$ cat config.mk
export PLATFORM = sky130hd
export DESIGN_NAME = device_heartbeat_watchdog_top_flat
export DESIGN_NICKNAME = d
export VERILOG_FILES = /design/src/hw/rtl/dhbw_pkg.sv /design/src/hw/rtl/dhbw_if.sv /design/src/hw/rtl/dhbw_ctrl.sv /design/src/hw/rtl/dhbw_dp.sv /design/src/hw/rtl/device_heartbeat_watchdog_top.sv /design/src/flat_wrapper.sv
export SDC_FILE = /design/constraint.sdc
export NUM_CORES = 1
export LEC_CHECK = 0
export BUFFER_PORTS_ARGS = -buffer_cell sky130_fd_sc_hd__buf_2
export CAP_MARGIN = 10
export CORE_MARGIN = 2
export CORE_UTILIZATION = 55
export DETAILED_ROUTE_END_ITERATION = 16
export GPL_TIMING_DRIVEN = 1
export PLACE_DENSITY = 0.71
export SYNTH_ARGS = -nofsm -noshare
export SYNTH_HDL_FRONTEND = slang
export SYNTH_SLANG_ARGS = --single-unit
$ cat constraint.sdc
create_clock -name clk -period 11.1 [get_ports clk]
set_input_delay 1.665 -clock clk [delete_from_list [all_inputs] [get_ports clk]]
set_output_delay 1.665 -clock clk [all_outputs]
set_load 0.005 [all_outputs]
$ cat src/hw/rtl/dhbw_pkg.sv
// ----------------------------------------------------------------------------
// dhbw_pkg
// Shared constants, command codes and controller/datapath types for the
// device heartbeat watchdog.
// ----------------------------------------------------------------------------
package dhbw_pkg;

    localparam int CHANNELS  = 16;
    localparam int TIME_BITS = 32;

    localparam int CH_W   = (CHANNELS > 1) ? $clog2(CHANNELS) : 1;
    localparam int CMP_W  = (TIME_BITS > 32) ? TIME_BITS : 32;
    localparam int MASK_W = 16;

    localparam logic [31:0] TIMEOUT_RESET = 32'd10000;

    typedef enum logic [1:0] {
        CMD_TICK    = 2'd0,
        CMD_REFRESH = 2'd1,
        CMD_CHECK   = 2'd2,
        CMD_NONE    = 2'd3
    } cmd_t;

    typedef enum logic [1:0] {
        ST_IDLE,
        ST_SCAN,
        ST_LAST,
        ST_DONE
    } state_t;

    // controller to datapath
    typedef struct packed {
        logic            tick_en;
        logic            stamp_en;
        logic            rd_en;
        logic [CH_W-1:0] addr;
        logic            mask_clr;
        logic            out_load;
    } dp_cmd_t;

endpackage

$ cat src/hw/rtl/dhbw_if.sv
// ----------------------------------------------------------------------------
// dhbw channel interfaces
// Valid/ready channels for commands, offline masks and the timeout register.
// ----------------------------------------------------------------------------
interface dhbw_in_if;
    logic       valid;
    logic       ready;
    logic [1:0] cmd;
    logic [3:0] channel;

    modport source (output valid, output cmd, output channel, input ready);
    modport sink   (input valid, input cmd, input channel, output ready);
endinterface

interface dhbw_out_if;
    logic        valid;
    logic        ready;
    logic [15:0] offline_mask;

    modport source (output valid, output offline_mask, input ready);
    modport sink   (input valid, input offline_mask, output ready);
endinterface

interface dhbw_cfg_if;
    logic        valid;
    logic        ready;
    logic [31:0] timeout_ticks;

    modport source (output valid, output timeout_ticks, input ready);
    modport sink   (input valid, input timeout_ticks, output ready);
endinterface

$ cat src/hw/rtl/dhbw_ctrl.sv
// ----------------------------------------------------------------------------
// dhbw_ctrl
// Command decode and scan sequencer; owns the result valid flag.
// ----------------------------------------------------------------------------
module dhbw_ctrl
    import dhbw_pkg::*;
(
    input  logic       clk,
    input  logic       rst_n,
    input  logic       in_valid,
    output logic       in_ready,
    input  logic [1:0] in_cmd,
    input  logic [3:0] in_channel,
    output logic       out_valid,
    input  logic       out_ready,
    output dp_cmd_t    dp_cmd
);

    state_t          state_reg, state_next;
    logic [CH_W-1:0] idx_reg, idx_next;
    logic            out_valid_reg, out_valid_next;
    logic [7:0]      ch8;
    logic            ch_ok;
    logic            accept;

    assign ch8       = {4'b0, in_channel};
    assign ch_ok     = (ch8 < 8'(CHANNELS));
    assign in_ready  = (state_reg == ST_IDLE);
    assign accept    = in_valid && in_ready;
    assign out_valid = out_valid_reg;

    always_ff @(posedge clk or negedge rst_n)
    begin
        if (!rst_n)
        begin
            state_reg     <= ST_IDLE;
            idx_reg       <= '0;
            out_valid_reg <= 1'b0;
        end
        else
        begin
            state_reg     <= state_next;
            idx_reg       <= idx_next;
            out_valid_reg <= out_valid_next;
        end
    end

    always_comb
    begin
        state_next     = state_reg;
        idx_next       = idx_reg;
        out_valid_next = out_valid_reg && !out_ready;
        dp_cmd         = '0;
        dp_cmd.addr    = ch8[CH_W-1:0];

        unique case (state_reg)
            ST_IDLE:
            begin
                if (accept)
                begin
                    unique case (cmd_t'(in_cmd))
                        CMD_TICK:    dp_cmd.tick_en = 1'b1;
                        CMD_REFRESH: dp_cmd.stamp_en = ch_ok;
                        CMD_CHECK:
                        begin
                            dp_cmd.mask_clr = 1'b1;
                            idx_next        = '0;
                            state_next      = ST_SCAN;
                        end
                        default: ;
                    endcase
                end
            end
            ST_SCAN:
            begin
                // one stamp read per cycle, compare lands in the cycle after
                dp_cmd.rd_en = 1'b1;
                dp_cmd.addr  = idx_reg;
                idx_next     = idx_reg + 1'b1;
                if (idx_reg == CH_W'(CHANNELS - 1))
                begin
                    state_next = ST_LAST;
                end
            end
            ST_LAST:
            begin
                state_next = ST_DONE;
            end
            ST_DONE:
            begin
                if (!out_valid_reg || out_ready)
                begin
                    dp_cmd.out_load = 1'b1;
                    out_valid_next  = 1'b1;
                    state_next      = ST_IDLE;
                end
            end
            default: state_next = ST_IDLE;
        endcase
    end

endmodule

$ cat src/hw/rtl/dhbw_dp.sv
// ----------------------------------------------------------------------------
// dhbw_dp
// Time base, per-channel stamp store, elapsed-time compare and mask build.
// ----------------------------------------------------------------------------
module dhbw_dp
    import dhbw_pkg::*;
(
    input  logic              clk,
    input  logic              rst_n,
    input  dp_cmd_t           dp_cmd,
    input  logic              cfg_we,
    input  logic [31:0]       cfg_timeout,
    output logic [MASK_W-1:0] offline_mask
);

    logic [TIME_BITS-1:0] stamp_mem [CHANNELS];
    logic [CHANNELS-1:0]  stamp_vld_reg;

    logic [TIME_BITS-1:0] time_reg;
    logic [31:0]          timeout_reg;
    logic [TIME_BITS-1:0] rd_data_reg;
    logic                 rd_live_reg;
    logic                 cmp_vld_reg;
    logic [CH_W-1:0]      cmp_idx_reg;
    logic [MASK_W-1:0]    mask_reg, mask_next;
    logic [MASK_W-1:0]    out_mask_reg;

    logic [TIME_BITS-1:0] stamp;
    logic [TIME_BITS-1:0] elapsed;
    logic                 over;
    logic [7:0]           idx8;

    // stamp store, no reset; unwritten entries read as zero via valid bits
    always_ff @(posedge clk)
    begin
        if (dp_cmd.stamp_en)
        begin
            stamp_mem[dp_cmd.addr] <= time_reg;
        end
        if (dp_cmd.rd_en)
        begin
            rd_data_reg <= stamp_mem[dp_cmd.addr];
        end
        if (dp_cmd.rd_en)
        begin
            cmp_idx_reg <= dp_cmd.addr;
        end
        if (dp_cmd.out_load)
        begin
            out_mask_reg <= mask_reg;
        end
    end

    always_ff @(posedge clk or negedge rst_n)
    begin
        if (!rst_n)
        begin
            stamp_vld_reg <= '0;
            time_reg      <= '0;
            timeout_reg   <= TIMEOUT_RESET;
            rd_live_reg   <= 1'b0;
            cmp_vld_reg   <= 1'b0;
            mask_reg      <= '0;
        end
        else
        begin
            if (dp_cmd.stamp_en)
            begin
                stamp_vld_reg[dp_cmd.addr] <= 1'b1;
            end
            if (dp_cmd.tick_en)
            begin
                time_reg <= time_reg + 1'b1;
            end
            if (cfg_we)
            begin
                timeout_reg <= cfg_timeout;
            end
            if (dp_cmd.rd_en)
            begin
                rd_live_reg <= stamp_vld_reg[dp_cmd.addr];
            end
            cmp_vld_reg <= dp_cmd.rd_en;
            mask_reg    <= mask_next;
        end
    end

    assign stamp   = rd_live_reg ? rd_data_reg : '0;
    assign elapsed = time_reg - stamp;
    assign over    = CMP_W'(elapsed) > CMP_W'(timeout_reg);
    assign idx8    = 8'(cmp_idx_reg);

    // only the low sixteen channels show up in the mask
    always_comb
    begin
        mask_next = mask_reg;
        if (dp_cmd.mask_clr)
        begin
            mask_next = '0;
        end
        else if (cmp_vld_reg && over)
        begin
            for (int i = 0; i < MASK_W; i++)
            begin
                if (idx8 == 8'(i))
                begin
                    mask_next[i] = 1'b1;
                end
            end
        end
    end

    assign offline_mask = out_mask_reg;

endmodule

$ cat src/hw/rtl/device_heartbeat_watchdog_top.sv
// ----------------------------------------------------------------------------
// device_heartbeat_watchdog_top
// Heartbeat timeout monitor over a tick-counted time base.
// ----------------------------------------------------------------------------
// Usage:
//   in_ch  : command beats. cmd tick advances the 10 us time base, refresh
//            stamps the named channel with the current time, check scans all
//            channels; the unused code is accepted and dropped.
//   out_ch : one offline_mask beat per check; bit n set when channel n has
//            been silent for more than timeout_ticks.
//   cfg    : timeout_ticks write beats, always ready; write only while idle.
// Timing:
//   Tick and refresh keep the block idle; the next command is taken right after.
//   A check runs a scan between accept and the mask beat: the
//   stamp store has one read port, so the scan reads one channel per cycle.
//   in_ch.ready is low during the scan.
// Reset:
//   Time base and scan mask clear to zero, stamps read zero; timeout 10000.
// Stalls:
//   The mask sits in an output register; commands keep flowing while it
//   waits. A following check finishes its scan and then holds until the
//   earlier mask beat is taken.
// ----------------------------------------------------------------------------
module device_heartbeat_watchdog_top
    import dhbw_pkg::*;
(
    input  logic       clk,
    input  logic       rst_n,
    dhbw_in_if.sink    in_ch,
    dhbw_out_if.source out_ch,
    dhbw_cfg_if.sink   cfg
);

    dp_cmd_t dp_cmd;

    assign cfg.ready = 1'b1;

    dhbw_ctrl u_ctrl (
        .clk        (clk),
        .rst_n      (rst_n),
        .in_valid   (in_ch.valid),
        .in_ready   (in_ch.ready),
        .in_cmd     (in_ch.cmd),
        .in_channel (in_ch.channel),
        .out_valid  (out_ch.valid),
        .out_ready  (out_ch.ready),
        .dp_cmd     (dp_cmd)
    );

    dhbw_dp u_dp (
        .clk          (clk),
        .rst_n        (rst_n),
        .dp_cmd       (dp_cmd),
        .cfg_we       (cfg.valid),
        .cfg_timeout  (cfg.timeout_ticks),
        .offline_mask (out_ch.offline_mask)
    );

    // a check blocks further commands once accepted
    a_check_blocks: assert property (@(posedge clk) disable iff (!rst_n)
        (in_ch.valid && in_ch.ready && in_ch.cmd == CMD_CHECK) |=> !in_ch.ready)
        else $error("command accepted right after a check");

    // tick and refresh complete in the accept cycle
    a_single_cycle: assert property (@(posedge clk) disable iff (!rst_n)
        (in_ch.valid && in_ch.ready &&
         (in_ch.cmd == CMD_TICK || in_ch.cmd == CMD_REFRESH)) |=> in_ch.ready)
        else $error("tick or refresh stalled the command channel");

    // the scan keeps in_ch.ready low after a check is taken
    a_scan_length: assert property (@(posedge clk) disable iff (!rst_n)
        (in_ch.valid && in_ch.ready && in_ch.cmd == CMD_CHECK)
            |-> ##(CHANNELS + 1) !in_ch.ready)
        else $error("check scan ended early");

endmodule
$ cat src/flat_wrapper.sv
// flat-port wrapper written by rule: the top's interface ports become plain ports
module device_heartbeat_watchdog_top_flat import dhbw_pkg::*;
  (clk, rst_n, in_ch_valid, in_ch_cmd, in_ch_channel, in_ch_ready, out_ch_valid, out_ch_offline_mask, out_ch_ready, cfg_valid, cfg_timeout_ticks, cfg_ready);
  dhbw_in_if in_ch_i ();
  dhbw_out_if out_ch_i ();
  dhbw_cfg_if cfg_i ();
  input  logic clk;
  input  logic rst_n;
  input wire logic [$bits(in_ch_i.valid)-1:0] in_ch_valid;
  input wire logic [$bits(in_ch_i.cmd)-1:0] in_ch_cmd;
  input wire logic [$bits(in_ch_i.channel)-1:0] in_ch_channel;
  output wire logic [$bits(in_ch_i.ready)-1:0] in_ch_ready;
  output wire logic [$bits(out_ch_i.valid)-1:0] out_ch_valid;
  output wire logic [$bits(out_ch_i.offline_mask)-1:0] out_ch_offline_mask;
  input wire logic [$bits(out_ch_i.ready)-1:0] out_ch_ready;
  input wire logic [$bits(cfg_i.valid)-1:0] cfg_valid;
  input wire logic [$bits(cfg_i.timeout_ticks)-1:0] cfg_timeout_ticks;
  output wire logic [$bits(cfg_i.ready)-1:0] cfg_ready;
  assign in_ch_i.valid = in_ch_valid;
  assign in_ch_i.cmd = in_ch_cmd;
  assign in_ch_i.channel = in_ch_channel;
  assign in_ch_ready = in_ch_i.ready;
  assign out_ch_valid = out_ch_i.valid;
  assign out_ch_offline_mask = out_ch_i.offline_mask;
  assign out_ch_i.ready = out_ch_ready;
  assign cfg_i.valid = cfg_valid;
  assign cfg_i.timeout_ticks = cfg_timeout_ticks;
  assign cfg_ready = cfg_i.ready;
  device_heartbeat_watchdog_top u_core (.clk(clk), .rst_n(rst_n), .in_ch(in_ch_i), .out_ch(out_ch_i), .cfg(cfg_i));
endmodule
======== After elaboration in Yosys (flattened, before gate mapping) ========
Memories as Yosys holds them, arrays and structs flattened. A register that Yosys moved wholly into a read port is not among the register bits.
Cells that the tools add are included.
W data, S select, Z words.
word-level totals
  bits in registers ....................... 125
  bits in latches ......................... 0
  RAM bits ................................ 512
  bits in read-only memories .............. 0
  bits of input ports ..................... 43
  output and inout port bits .............. 19
  memories kept ........................... 1
memory list
  name                   depth  bits a word  read ports  clocked after memory_dff  wr ports  line           source
  u_core.u_dp.stamp_mem  16     32           1           1                         1         dhbw_dp.sv:16  logic [TIME_BITS-1:0] stamp_mem [CHANNELS];
cells by class
  add/sub/neg operators ................... 3
  $mul .................................... 0
  div/mod/pow operators ................... 0
  magnitude comparators ................... 4
  equality and inequality tests ........... 25
  shift operators ......................... 0
  muxes and demuxes ....................... 45
  bitwise logic cells ..................... 1
  reductions and logical operators ........ 46
operator list
  operator                 count
  $eq A4 B4 Y1 const B     9
  $reduce_bool A2 Y1       18
  $add A32 B1 Y32 const B  1
  $gt A32 B32 Y1           1
  $mux W16                 2
  $mux W32                 1
  $reduce_and A2 Y1        16
  $sub A32 B32 Y32         1
  $mux W1                  29
  $eq A4 B3 Y1 const B     4
  $or A16 B16 Y16          1
  $mux W2                  6
  $lt A4 B5 Y1 const B     2
  $eq A4 B2 Y1 const B     2
  $logic_not A8 Y1         1
  $mux W4                  2
  $pmux W2 S4              1
  $pmux W4 S2              1
  $eq A2 B2 Y1 const B     3
  $mux W5                  1
  $add A4 B1 Y4 const B    1
  $bmux W1 S4              1
  $demux W1 S4             1
  $eq A2 B1 Y1 const B     2
  other kinds (10)         17

======== Longest topological paths before layout ========
Gate-level depths: netlist (run 1).
  depth in word-level cells ............... 7
  gate-level depth with buffers ........... 21
  gate-level depth less buffers ........... 21

======== Hierarchy ========
From an unflattened synthesis (run 1), not the netlist that was laid out.
second synthesis, totals
  cell total of the unflattened synthesis .. 1,530
  area, all modules ....................... 27,825.4 µm²
by module, submodules not included
  module                         times used  cells each  area each (µm²)  seq. area each (µm²)
  dhbw_dp                        1           1,476       27,289.9         19,394.9
  dhbw_ctrl                      1           52          524.3            175.2
  device_heartbeat_watchdog_top  1           2           11.3             0.0

======== Least setup slack after synthesis (run 1) ========
Ideal clock, no wire load.
  kind .................................... input port to flip-flop
  from .................................... input port in_ch_channel[0]
  to ...................................... memory u_core.u_dp.stamp_mem[0][0] (enable)
  setup time .............................. 0.422 ns
  arrival ................................. 4.085 ns
  path slack .............................. 6.593 ns
  stages .................................. 6
  cell sequence ........................... mux2i_1 -> buf_2 -> buf_2 -> buf_2 -> nand2_1 -> nor2_1
between the ends
  cells in the longest elaborated chain, start to end .. 6
RTL lines
  item                           line                source
  from (decl)                    flat_wrapper.sv:11  input wire logic [$bits(in_ch_i.channel)-1:0] in_ch_channel;
  $lt A4 B5 Y1                   dhbw_ctrl.sv:27     assign ch_ok = (ch8 < 8'(CHANNELS));
  $mux W1                        dhbw_ctrl.sv:61     unique case (cmd_t'(in_cmd))
  $mux W2                        dhbw_ctrl.sv:59     if (accept)
  $mux W2                        dhbw_ctrl.sv:56     unique case (state_reg)
  $mux W1                        dhbw_dp.sv:36       if (dp_cmd.stamp_en)
  $mux W1 (implied by the code)  dhbw_dp.sv:38       stamp_mem[dp_cmd.addr] <= time_reg;
  to (decl)                      dhbw_dp.sv:16
Parallel ways exist; a longest one is shown, timed or not.

======== Worst setup path in the final report (run 1) ========
  from .................................... register u_core.u_dp.rd_live_reg
  to ...................................... register u_core.u_dp.mask_reg[7]
between the ends
  cells in the longest elaborated chain, start to end .. 6
RTL lines
  item                                 line            source
  from (decl)                          dhbw_dp.sv:22   logic rd_live_reg;
  from (signal assigned)               dhbw_dp.sv:81   rd_live_reg <= stamp_vld_reg[dp_cmd.addr];
  $mux W32                             dhbw_dp.sv:88   assign stamp = rd_live_reg ? rd_data_reg : '0;
  $sub A32 B32 Y32                     dhbw_dp.sv:89   assign elapsed = time_reg - stamp;
  $gt A32 B32 Y1                       dhbw_dp.sv:90   assign over = CMP_W'(elapsed) > CMP_W'(timeout_reg);
  $logic_and A1 B1 Y1                  dhbw_dp.sv:101  else if (cmp_vld_reg && over)
  $reduce_bool A2 Y1 (no source line)  n/a
  $reduce_and A2 Y1 (no source line)   n/a
  to (signal assigned)                 dhbw_dp.sv:84   mask_reg <= mask_next;
  to (decl)                            dhbw_dp.sv:25   logic [MASK_W-1:0] mask_reg, mask_next;
Every way passes these cells.
A chain may end at the register's enable or synchronous reset.

==> reports/results.tsv, run 1 <==
stage	metric	value	unit
placed_design	Placed Cells incl. Taps	3013	
layout	flip-flop and latch area	0.0196	mm2
setup_path	crit path capture type	register	
setup_path	Worst path max stage delay	1010	ps
setup_path	crit start category	register	
route	ANT nets after route	0	
hold_path	Min-Delay Path Class	register to register	
floorplanning	Starting Density	55.8	%
setup_path	Worst Reg-to-Reg Cells	20	
clock_tree	clock root buffer	clkbuf_16	
setup_path	Worst Path Arrival	6280	ps
setup_path	Reg2Reg Capture Point	u_core.u_dp.mask_reg[7]	
layout	max reg flops	512	
yosys	Gate Count Post-Synth	2368	
layout	Layout Area Growth over Synthesis	11.7	%
setup_path	R2R Setup Slk	5300	ps
hold_path	Worst Hold Depth	0	
sta	Least-Margin Pin Slew	1020	ps
clock_tree	worst-skew pair later-pin latency	600	ps
route	DR pass1 iterations	7	
sta	fin crit period	5800	ps
layout	most common cell after layout, fill and taps aside	nand2_1	
sta	fmax	0.172	GHz
route	drt total wl	71900	um
layout	layout cell share with drive strength beyond 1	10.7	%
layout	diode count	0	
clock_tree	maximum buffer depth of the clock tree	3	
sta	worst hold slack	459	ps
placed_design	dpl ws	5380	ps
clock_tree	CTS resizes	0	
sta	Max Slew Vio Count	0	
floorplanning	Core Area	0.0514	mm2
pwr	Pwr Total	7.91	mW
layout	post-layout util	62.4	%
layout	fillcell total	3792	
yosys	EDFF count, synth	564	
placed_design	DP Wirelength	39100	um
grt	gr usage total	26.9	%
placed_design	Cell Area, Placed	0.0297	mm2
yosys	Warnings, synthesis	0	
grt	GRT overflow	0	
sta	setup TNS after final layout	0	ps
yosys	Mapped Area	0.0287	mm2
setup_path	delay-heaviest family, CP	simple AND/OR/NAND/NOR gates	
floorplanning	Die Y	232	um
hold_path	hold-critical path endpoint	u_core.u_dp.offline_mask[10]	
sta	RSZ-0062 raised after global routing	false	
yosys	Post-synth top flop	edfxtp_1	
route	vias after detailed routing	19025	
clock_tree	# clock sinks	669	
yosys	sequential area share after synthesis	68.2	%
yosys	Syn Nets	2482	
sta	clock skew	14.7	ps
setup_path	Worst R2R Start	u_core.u_dp.rd_live_reg	
setup_path	critical path cell sequence	and2_1, ha_1, inv_1, fa_1, a211oi_1, o21bai_1, and4_1, or2_4, a221oi_4, o21ai_2, mux2i_1, nand2_1, ha_1, nand4_1, nor4_1, a41oi_1, and4_1, o21ai_0, a21boi_0, o21a_1	
grt	initial antenna violation count	0	
yosys	synth unique cells	75	
clock_tree	H-tree lvl count	3	
setup_path	WS Path Type	register to register	
yosys	synthesized flop and latch total	669	
grt	number of global-route vias before repair	18453	
sta	setup violators final	0	
grt	largest net degree at the start of global routing	195	
clock_tree	CTS Buf Count	68	
sta	worst setup margin	5300	ps
layout	post-layout net count	2517	
pwr	Power per Cell Area	247	mW/mm2
sta	Final Hold Fails	0	
yosys	Mean Syn Cell Area	12.1	um2
setup_path	slowest library cell on the worst path	dfrtp_1	
placed_design	Final GP Congestion	0.887	
route	WL/cell	23.0	um
sta	Slew HR	32.0	%
yosys	post-synthesis async set-or-reset flop share	15.7	%
outcome	status	finished, final reports clean	
placed_design	port bufs	60	
clock_tree	Reg clk slew, reported paths	60	ps
pwr	VDD IR-drop max	0.000138	V
floorplanning	Die Wd	232	um
sta	fin crit share	52.2	%
layout	Design Area, Final	0.0321	mm2
layout	fin cells	3134	
layout	multi-input logic area	0.00856	mm2
pwr	leakage	12.0	nW
route	vias per cell	6.07	
hold_path	Min-Delay Startpoint	u_core.u_dp.mask_reg[10]	
clock_tree	Hold-fix buffers, CTS	0	
clock_tree	CTS tree	built	
grt	first-pass GRT wire length	108000	um
floorplanning	die area	0.0540	mm2
clock_tree	setup repair bufs after CTS	0	
floorplanning	Rows	83	
layout	Top reg by flops	u_core.u_dp.stamp_mem	
floorplanning	boundary pin count	62	
run	Max-Cap Viols	0	
route	DRC viols	0	
setup_path	worst endpoint required time	11580	ps
setup_path	critical path peak fanout	33	
layout	most frequent cells in the layout	nand2_1 (648), edfxtp_1 (564), nand3_1 (284)	
setup_path	CP bufs+invs	1	
route	DRT iter0 DRCs	2131	
## worst reg2reg max path: cells and delay by family, from the launching register on
family / cells / cell delay (ps)
buffers and inverters: 1 / 70
AO/OA/AOI/OAI: 8 / 1700
multiplexers: 1 / 170
adder cells (fa/ha/maj): 3 / 910
AND/OR/NAND/NOR: 7 / 1840
flip-flops: 1 / 1010
## Yosys cell counts (21+ instances only)
master    instances  area [um2]
buf_2            24         120
a21oi_1          31         155
nand2_1         648        2430
inv_1            50         188
dfrtp_1         100        2500
edfxtp_1        564       16900
ha_1             70         876
xnor2_1          44         385
a311oi_1         66         578
a31oi_1          34         213
and3_1           39         244
nand3_1         284        1420
nor2_1           52         195
clkbuf_1         77         289
o21ai_0          52         260
buf_1            21        78.8
## cell type report
type,count,share of cell area (%)
sequential,669,61.0
multi-input combinational,1520,26.7
clock buffer,91,5.96
inverter,53,0.652
timing repair buffer,91,1.71
clock inverter,30,1.29
tap,680,2.65
## metal layers
layer	up-vias	share of wire, %	track usage, %
met5	-	0	0
met1	9382	42	37.8
met3	125	9.0	4.85
met2	885	46	42.3
met4	0	3.0	9.84
li1	8633	-	-
## cells by family (layout without fill, tap and decap cells)
kind of cell	Yosys count	in the layout	synth area share, %
XOR/XNOR	57	57	1.74
adder cells (fa/ha/maj)	71	71	3.12
flip-flops	669	669	68.2
other	1	1	0.0131
AND/OR/NAND/NOR	1111	1111	17.0
AO/OA/AOI/OAI	269	269	6.92
buffers and inverters	179	265	2.59
multiplexers	11	11	0.397
## report_power, final
| group | switching, mW | internal, mW | total (mW) |
|---|---|---|---|
| sequential | 0.150 | 2.97 | 3.12 |
| combinational | 1.56 | 0.849 | 2.41 |
| clock | 0.937 | 1.44 | 2.38 |
| total | 2.65 | 5.26 | 7.91 |
## worst max-delay path by stage
stage / depth (start not counted) / startpoint / slack (ps) / to
4_1_cts: 20 / u_core.u_dp.rd_live_reg / 5370 / u_core.u_dp.mask_reg[7]
3_5_place_dp: 20 / u_core.u_dp.rd_live_reg / 5380 / u_core.u_dp.mask_reg[7]
6_report: 20 / u_core.u_dp.rd_live_reg / 5300 / u_core.u_dp.mask_reg[7]
3_3_place_gp: 20 / u_core.u_dp.rd_live_reg / 5550 / u_core.u_dp.mask_reg[3]
2_1_floorplan: 6 / in_ch_channel[0] / 6590 / u_core.u_dp.stamp_mem[0][0]
5_1_grt: 20 / u_core.u_dp.rd_live_reg / 4920 / u_core.u_dp.mask_reg[11]
No activity file was read; power rests on OpenSTA's default activity.
==> run 2: changes to the inputs <==
- clock period: 11.1 -> 5.5 ns (I/O delays scaled with it)
==> run 2 against run 1 <==
Compared with the run above: non-clock buffer count grew 14; die area is the same; clock power grew 88%; critical path depth is the same; design area is essentially flat; maximum frequency grew 15%.
==> reports/results.tsv, run 2 (same netlist as run 1, synthesis figures left out) <==
stage	metric	value	unit
outcome	status	finished, final reports clean	
route	vias per cell	6.08	
sta	worst hold slack	265	ps
run	Max-Cap Viols	0	
sta	RSZ-0062 raised after global routing	false	
sta	fin crit period	5060	ps
setup_path	R2R Setup Slk	440	ps
clock_tree	H-tree lvl count	3	
route	DRT iter0 DRCs	2333	
grt	initial antenna violation count	0	
setup_path	critical path peak fanout	19	
clock_tree	Reg clk slew, reported paths	60	ps
pwr	switching power	5.39	mW
sta	Max Slew Vio Count	0	
floorplanning	Core Area	0.0514	mm2
floorplanning	Die Y	232	um
hold_path	Min-Delay Path Class	primary input to asynchronous set/reset pin	
layout	layout cell share with drive strength beyond 1	10.9	%
placed_design	DP Wirelength	39600	um
clock_tree	maximum buffer depth of the clock tree	3	
clock_tree	Hold-fix buffers, CTS	0	
pwr	Power per Cell Area	489	mW/mm2
sta	Final Hold Fails	0	
grt	first-pass GRT wire length	110000	um
setup_path	crit path capture type	register	
clock_tree	CTS Buf Count	69	
grt	number of global-route vias before repair	18667	
placed_design	Cell Area, Placed	0.0299	mm2
route	WL met1	29900	um
route	DR pass1 iterations	6	
layout	most frequent cells in the layout	nand2_1 (648), edfxtp_1 (564), nand3_1 (284)	
sta	fin crit share	92.1	%
placed_design	Final GP Congestion	0.889	
sta	fmax	0.197	GHz
route	WL/cell	23.1	um
grt	largest net degree at the start of global routing	172	
pwr	combinational share of power	31.8	%
sta	Least-Margin Pin Slew	1170	ps
route	DRC viols	0	
clock_tree	clock root buffer	clkbuf_16	
layout	Design Area, Final	0.0321	mm2
setup_path	Worst Reg-to-Reg Cells	20	
route	WL met2	34300	um
route	drt total wl	72700	um
setup_path	WS Path Type	register to register	
setup_path	Worst Path Arrival	5560	ps
layout	max reg flops	512	
clock_tree	# clock sinks	669	
placed_design	dpl ws	386	ps
route	vias after detailed routing	19151	
floorplanning	Starting Density	55.8	%
layout	Top reg by flops	u_core.u_dp.stamp_mem	
route	ANT nets after route	0	
floorplanning	Rows	83	
grt	gr usage total	27.2	%
layout	Layout Area Growth over Synthesis	11.8	%
layout	post-layout net count	2532	
floorplanning	die area	0.0540	mm2
sta	clock skew	28.0	ps
sta	Slew HR	21.8	%
setup_path	crit start category	register	
grt	GRT overflow	0	
route	met3 WL post-DR	6730	um
placed_design	port bufs	60	
clock_tree	CTS tree	built	
pwr	Clock Power Share	28.5	%
layout	fillcell total	3830	
sta	setup TNS after final layout	0	ps
pwr	Int Pwr	10.3	mW
pwr	Pwr Total	15.7	mW
setup_path	Reg2Reg Capture Point	u_core.u_dp.mask_reg[7]	
clock_tree	setup repair bufs after CTS	0	
sta	setup violators final	0	
floorplanning	boundary pin count	62	
pwr	leakage	12.0	nW
pwr	register share of total power	39.7	%
layout	most common cell after layout, fill and taps aside	nand2_1	
clock_tree	worst-skew pair later-pin latency	620	ps
pwr	VDD IR-drop max	0.000425	V
pwr	switching share of power	34.3	%
sta	worst setup margin	436	ps
setup_path	worst endpoint required time	5990	ps
layout	diode count	0	
floorplanning	Die Wd	232	um
route	DR top layer	met4	
setup_path	Worst R2R Start	u_core.u_dp.time_reg[0]	
[run 2: cell types whose count changed in the layout (fill, tap and decap cells not counted), sizes merged]
cell and change:
clkinvlp +1, buf +14, clkbuf +10, clkinv +7
inv -4, bufinv -10
[run 2: cell type report]
cell class	count	area (um2)	share of cell area (%)
sequential	669	19600	61.0
tap	680	851	2.65
inverter	53	209	0.651
clock inverter	24	149	0.464
timing repair buffer	105	716	2.23
multi-input combinational	1520	8560	26.7
clock buffer	101	2030	6.33
[run 2: per-stage QoR]
| stage | instances | util [%] |
|---|---|---|
| 3_5_place_dp | 3027 | 58.2 |
| 2_1_floorplan | 2368 | - |
| 3_3_place_gp | 3027 | 58.2 |
| 5_1_grt | 3152 | 62.4 |
| 6_report | 3152 | 62.4 |
| 4_1_cts | 3152 | 62.4 |
[run 2: worst max-delay path by stage]
stage                                          start                           to  slack [ps]  depth (start not counted)
final                        u_core.u_dp.time_reg[0]      u_core.u_dp.mask_reg[7]         440                         20
after global routing         u_core.u_dp.time_reg[0]      u_core.u_dp.mask_reg[7]         110                         20
after CTS                    u_core.u_dp.time_reg[0]      u_core.u_dp.mask_reg[7]         380                         20
after detailed placement     u_core.u_dp.time_reg[0]      u_core.u_dp.mask_reg[7]         390                         20
after global placement       u_core.u_dp.time_reg[0]      u_core.u_dp.mask_reg[3]         570                         20
after floorplan           u_core.u_ctrl.state_reg[1]  u_core.u_dp.stamp_mem[3][0]        1000                          8
[run 2: what timing repair did]
item / CTS / global route
resized for setup: 0 / 1
hold endpoints to repair: 0 / 0
setup endpoints to repair: 0 / 8
[run 2: power by group through the flow]
| stage | Clock [mW] | Combinational [mW] | Sequential (mW) |
|---|---|---|---|
| finish | 4.47 | 5.00 | 6.23 |
| global route | 4.71 | 5.51 | 6.26 |
| CTS | 4.53 | 4.95 | 6.22 |
| detailed placement | 0 | 4.92 | 6.32 |
| global placement | 0 | 4.79 | 6.30 |
| floorplan | 0 | 3.55 | 6.24 |
[run 2: worst max-delay path, stage by stage, from the launching register on]
cell,delay (ps)
dfrtp_1,580
inv_1,190
ha_1,180
inv_1,60
fa_1,420
a211oi_1,270
o21bai_1,140
and4_1,220
or2_4,280
a221oi_4,350
o21ai_2,160
mux2i_1,180
nand2_1,80
ha_1,280
nand4_1,150
nor4_2,390
a41oi_1,250
and4_1,260
o21ai_0,150
a21boi_0,180
o21a_1,200
[run 2: per-layer routing]
metal  track usage, %  vias up
met4             8.93        0
li1                 -     8681
met1             38.0     9445
met3             4.51      129
met5                0        -
met2             43.9      896
==> run 3: changes to the inputs <==
- SYNTH_HIERARCHICAL: unset -> 1
==> run 3 against run 2 <==
Compared with the run above: core utilization grew 0.47 points; setup slack gained 150 ps; sequential share of layout area grew 1.2 points; register-to-register slack gained 150 ps; largest cell class unchanged.
==> reports/results.tsv, run 3 <==
stage	metric	value	unit
clock_tree	maximum buffer depth of the clock tree	3	
yosys	Mapped Area	0.0278	mm2
clock_tree	CTS tree	built	
sta	Least-Margin Pin Slew	1240	ps
layout	Layout Area Growth over Synthesis	13.2	%
route	ANT nets after route	0	
sta	fin crit period	4910	ps
grt	initial antenna violation count	1	
layout	Design Area, Final	0.0315	mm2
grt	largest net degree at the start of global routing	82	
yosys	synth cell count leaders	edfxtp_1 (564), mux4_2 (165), dfrtp_1 (100)	
yosys	largest area contributor in the netlist	edfxtp_1	
yosys	sequential area share after synthesis	70.3	%
layout	most common cell after layout, fill and taps aside	edfxtp_1	
placed_design	Placed Cells incl. Taps	2234	
layout	post-layout net count	1750	
yosys	Gate Count Post-Synth	1530	
layout	max reg flops	512	
setup_path	worst endpoint required time	6030	ps
yosys	top-area cell type share of the netlist area	60.9	%
sta	setup violators final	0	
placed_design	DP Wirelength	36400	um
route	WL/cell	25.9	um
clock_tree	Hold-fix buffers, CTS	0	
layout	fin cells	2363	
clock_tree	Reg clk slew, reported paths	60	ps
layout	diode count	0	
sta	clock skew	18.9	ps
route	DRT iter0 DRCs	1654	
layout	Top reg by flops	u_core/u_dp/stamp_mem	
floorplanning	die area	0.0524	mm2
grt	first-pass GRT wire length	92700	um
setup_path	critical path startpoint	u_core/u_dp/rd_live_reg	
clock_tree	setup repair bufs after CTS	0	
pwr	Power per Cell Area	462	mW/mm2
clock_tree	# clock sinks	669	
sta	Final Hold Fails	0	
sta	fin crit share	89.4	%
setup_path	crit path capture type	register	
sta	fmax	0.203	GHz
yosys	count leader, synth	edfxtp_1	
setup_path	Worst R2R Start	u_core/u_dp/rd_live_reg	
grt	number of global-route vias before repair	14622	
grt	GRT overflow	0	
floorplanning	Rows	82	
route	DRC viols	0	
sta	Slew HR	17.0	%
placed_design	Cell Area, Placed	0.0292	mm2
floorplanning	Core Area	0.0501	mm2
layout	post-layout util	62.9	%
sta	RSZ-0062 raised after global routing	false	
yosys	synthesized flop and latch total	669	
hold_path	Min-Delay Path Class	primary input to asynchronous set/reset pin	
yosys	Post-synth top flop	edfxtp_1	
route	vias after detailed routing	14612	
clock_tree	worst-skew pair later-pin latency	600	ps
setup_path	critical path peak fanout	27	
floorplanning	Die Wd	229	um
run	Max-Cap Viols	0	
sta	Max Slew Vio Count	0	
floorplanning	Die Y	229	um
floorplanning	boundary pin count	62	
setup_path	WS Path Type	register to register	
clock_tree	CTS resizes	0	
placed_design	port bufs	60	
setup_path	crit start category	register	
yosys	Warnings, synthesis	6	
pwr	leakage	11.0	nW
setup_path	Worst Path Arrival	5450	ps
yosys	top area cells in the synthesized netlist	edfxtp_1 (61%), mux4_2 (13%), dfrtp_1 (9.0%)	
route	drt total wl	61200	um
clock_tree	H-tree lvl count	3	
route	vias per cell	6.18	
clock_tree	clock root buffer	clkbuf_16	
outcome	status	finished, final reports clean	
layout	most frequent cells in the layout	edfxtp_1 (564), mux4_2 (165), dfrtp_1 (100)	
placed_design	Final GP Congestion	0.876	
route	DR pass1 iterations	5	
yosys	post-synthesis async set-or-reset flop share	15.7	%
yosys	EDFF count, synth	564	
yosys	synth unique cells	67	
grt	gr usage total	24.0	%
pwr	VDD IR-drop max	0.000295	V
floorplanning	Starting Density	55.6	%
clock_tree	CTS Buf Count	70	
yosys	Syn Nets	1645	
yosys	Mean Syn Cell Area	18.2	um2
layout	layout cell share with drive strength beyond 1	24.7	%
-- run 3: changes by cell type in the layout (fill, tap and decap cells not counted), sizes merged, moves of 8 or more --
cell    before  now
bufinv       0    8
nand2      648   97
nor2b        7   25
nand3      284   23
a22o        11    1
a31oi       35    1
a311oi      66    2
buf        105   94
clkbuf     101   93
a41o         0   16
mux4         0  165
and3        40    9
-- run 3: final cells by class --
| class | instances | area [um2] |
|---|---|---|
| clock inverters | 35 | 392 |
| well taps | 672 | 841 |
| inverters | 47 | 176 |
| fillers | 3519 | 18600 |
| flip-flops and latches | 669 | 19600 |
| repair buffers | 94 | 608 |
| clock buffers | 93 | 1920 |
| multi-input cells | 753 | 7980 |
-- run 3: where the power goes --
group	total [mW]	leakage, nW	switching (mW)	internal, mW
Clock	4.73	1.14	1.88	2.84
Combinational	3.69	3.65	1.96	1.73
Sequential	6.15	6.18	0.210	5.94
Total	14.6	11.0	4.05	10.5
-- run 3: cell families (layout without fill, tap and decap cells) --
kind of cell               after synthesis  in the layout  synth area share, %
AOI/OAI and AO/OA                      178            178                 4.48
adders and majority gates               72             72                 3.26
other                                    1              1               0.0135
buffers and inverters                  108            269                 1.60
muxes                                  176            176                 13.8
and+or+nand+nor                        271            271                 4.79
xor gates and xnor gates                55             55                 1.73
DFF                                    669            669                 70.3
-- run 3: path summary, 6_finish.rpt --
check | end | slack (ps) | cells past startpoint
hold reg to reg | u_core/u_dp/offline_mask[15] | 440 | 0
max in group asynchronous | u_core/u_dp/timeout_reg[11] | 4100 | 2
setup reg to reg | u_core/u_dp/mask_reg[10] | 590 | 16
setup / recovery | u_core/u_dp/mask_reg[10] | 590 | 16
min in group clk | u_core/u_dp/offline_mask[15] | 440 | 0
hold / removal | u_core/u_ctrl/state_reg[0] | 290 | 1
-- run 3: worst max-delay path, cell delays in order, from the launching register on --
cell and delay (ps):
dfrtp_1 340, buf_4 290, nand2_1 130, ha_1 360
a21o_1 250, nor3_1 280, a211oi_1 150, o21ai_1 280
o2111ai_1 230, a21boi_1 300, nor2_1 90, a311o_1 290
ha_1 300, nand4_1 160, nor4_1 470, a221o_1 650
a41o_1 260
-- run 3: metrics by stage --
stage	setup TNS (ps)	total power, mW	setup WS (ps)	hold slack, ps
6_report	0	14.6	585	286
5_1_grt	0	15.2	204	338
4_1_cts	0	14.7	562	294
3_5_place_dp	0	9.93	642	426
3_3_place_gp	0	9.87	780	427
2_1_floorplan	-3400	8.94	-52.8	417
-- run 3: metal layers --
layer  GRT usage (%)  vias up  routed length [um]
li1                -     6300                   -
met5               0        -                   0
met3            3.98       95                4350
met1            35.0     7606               26100
met2            37.8      611               29300
met4            7.24        0                1430
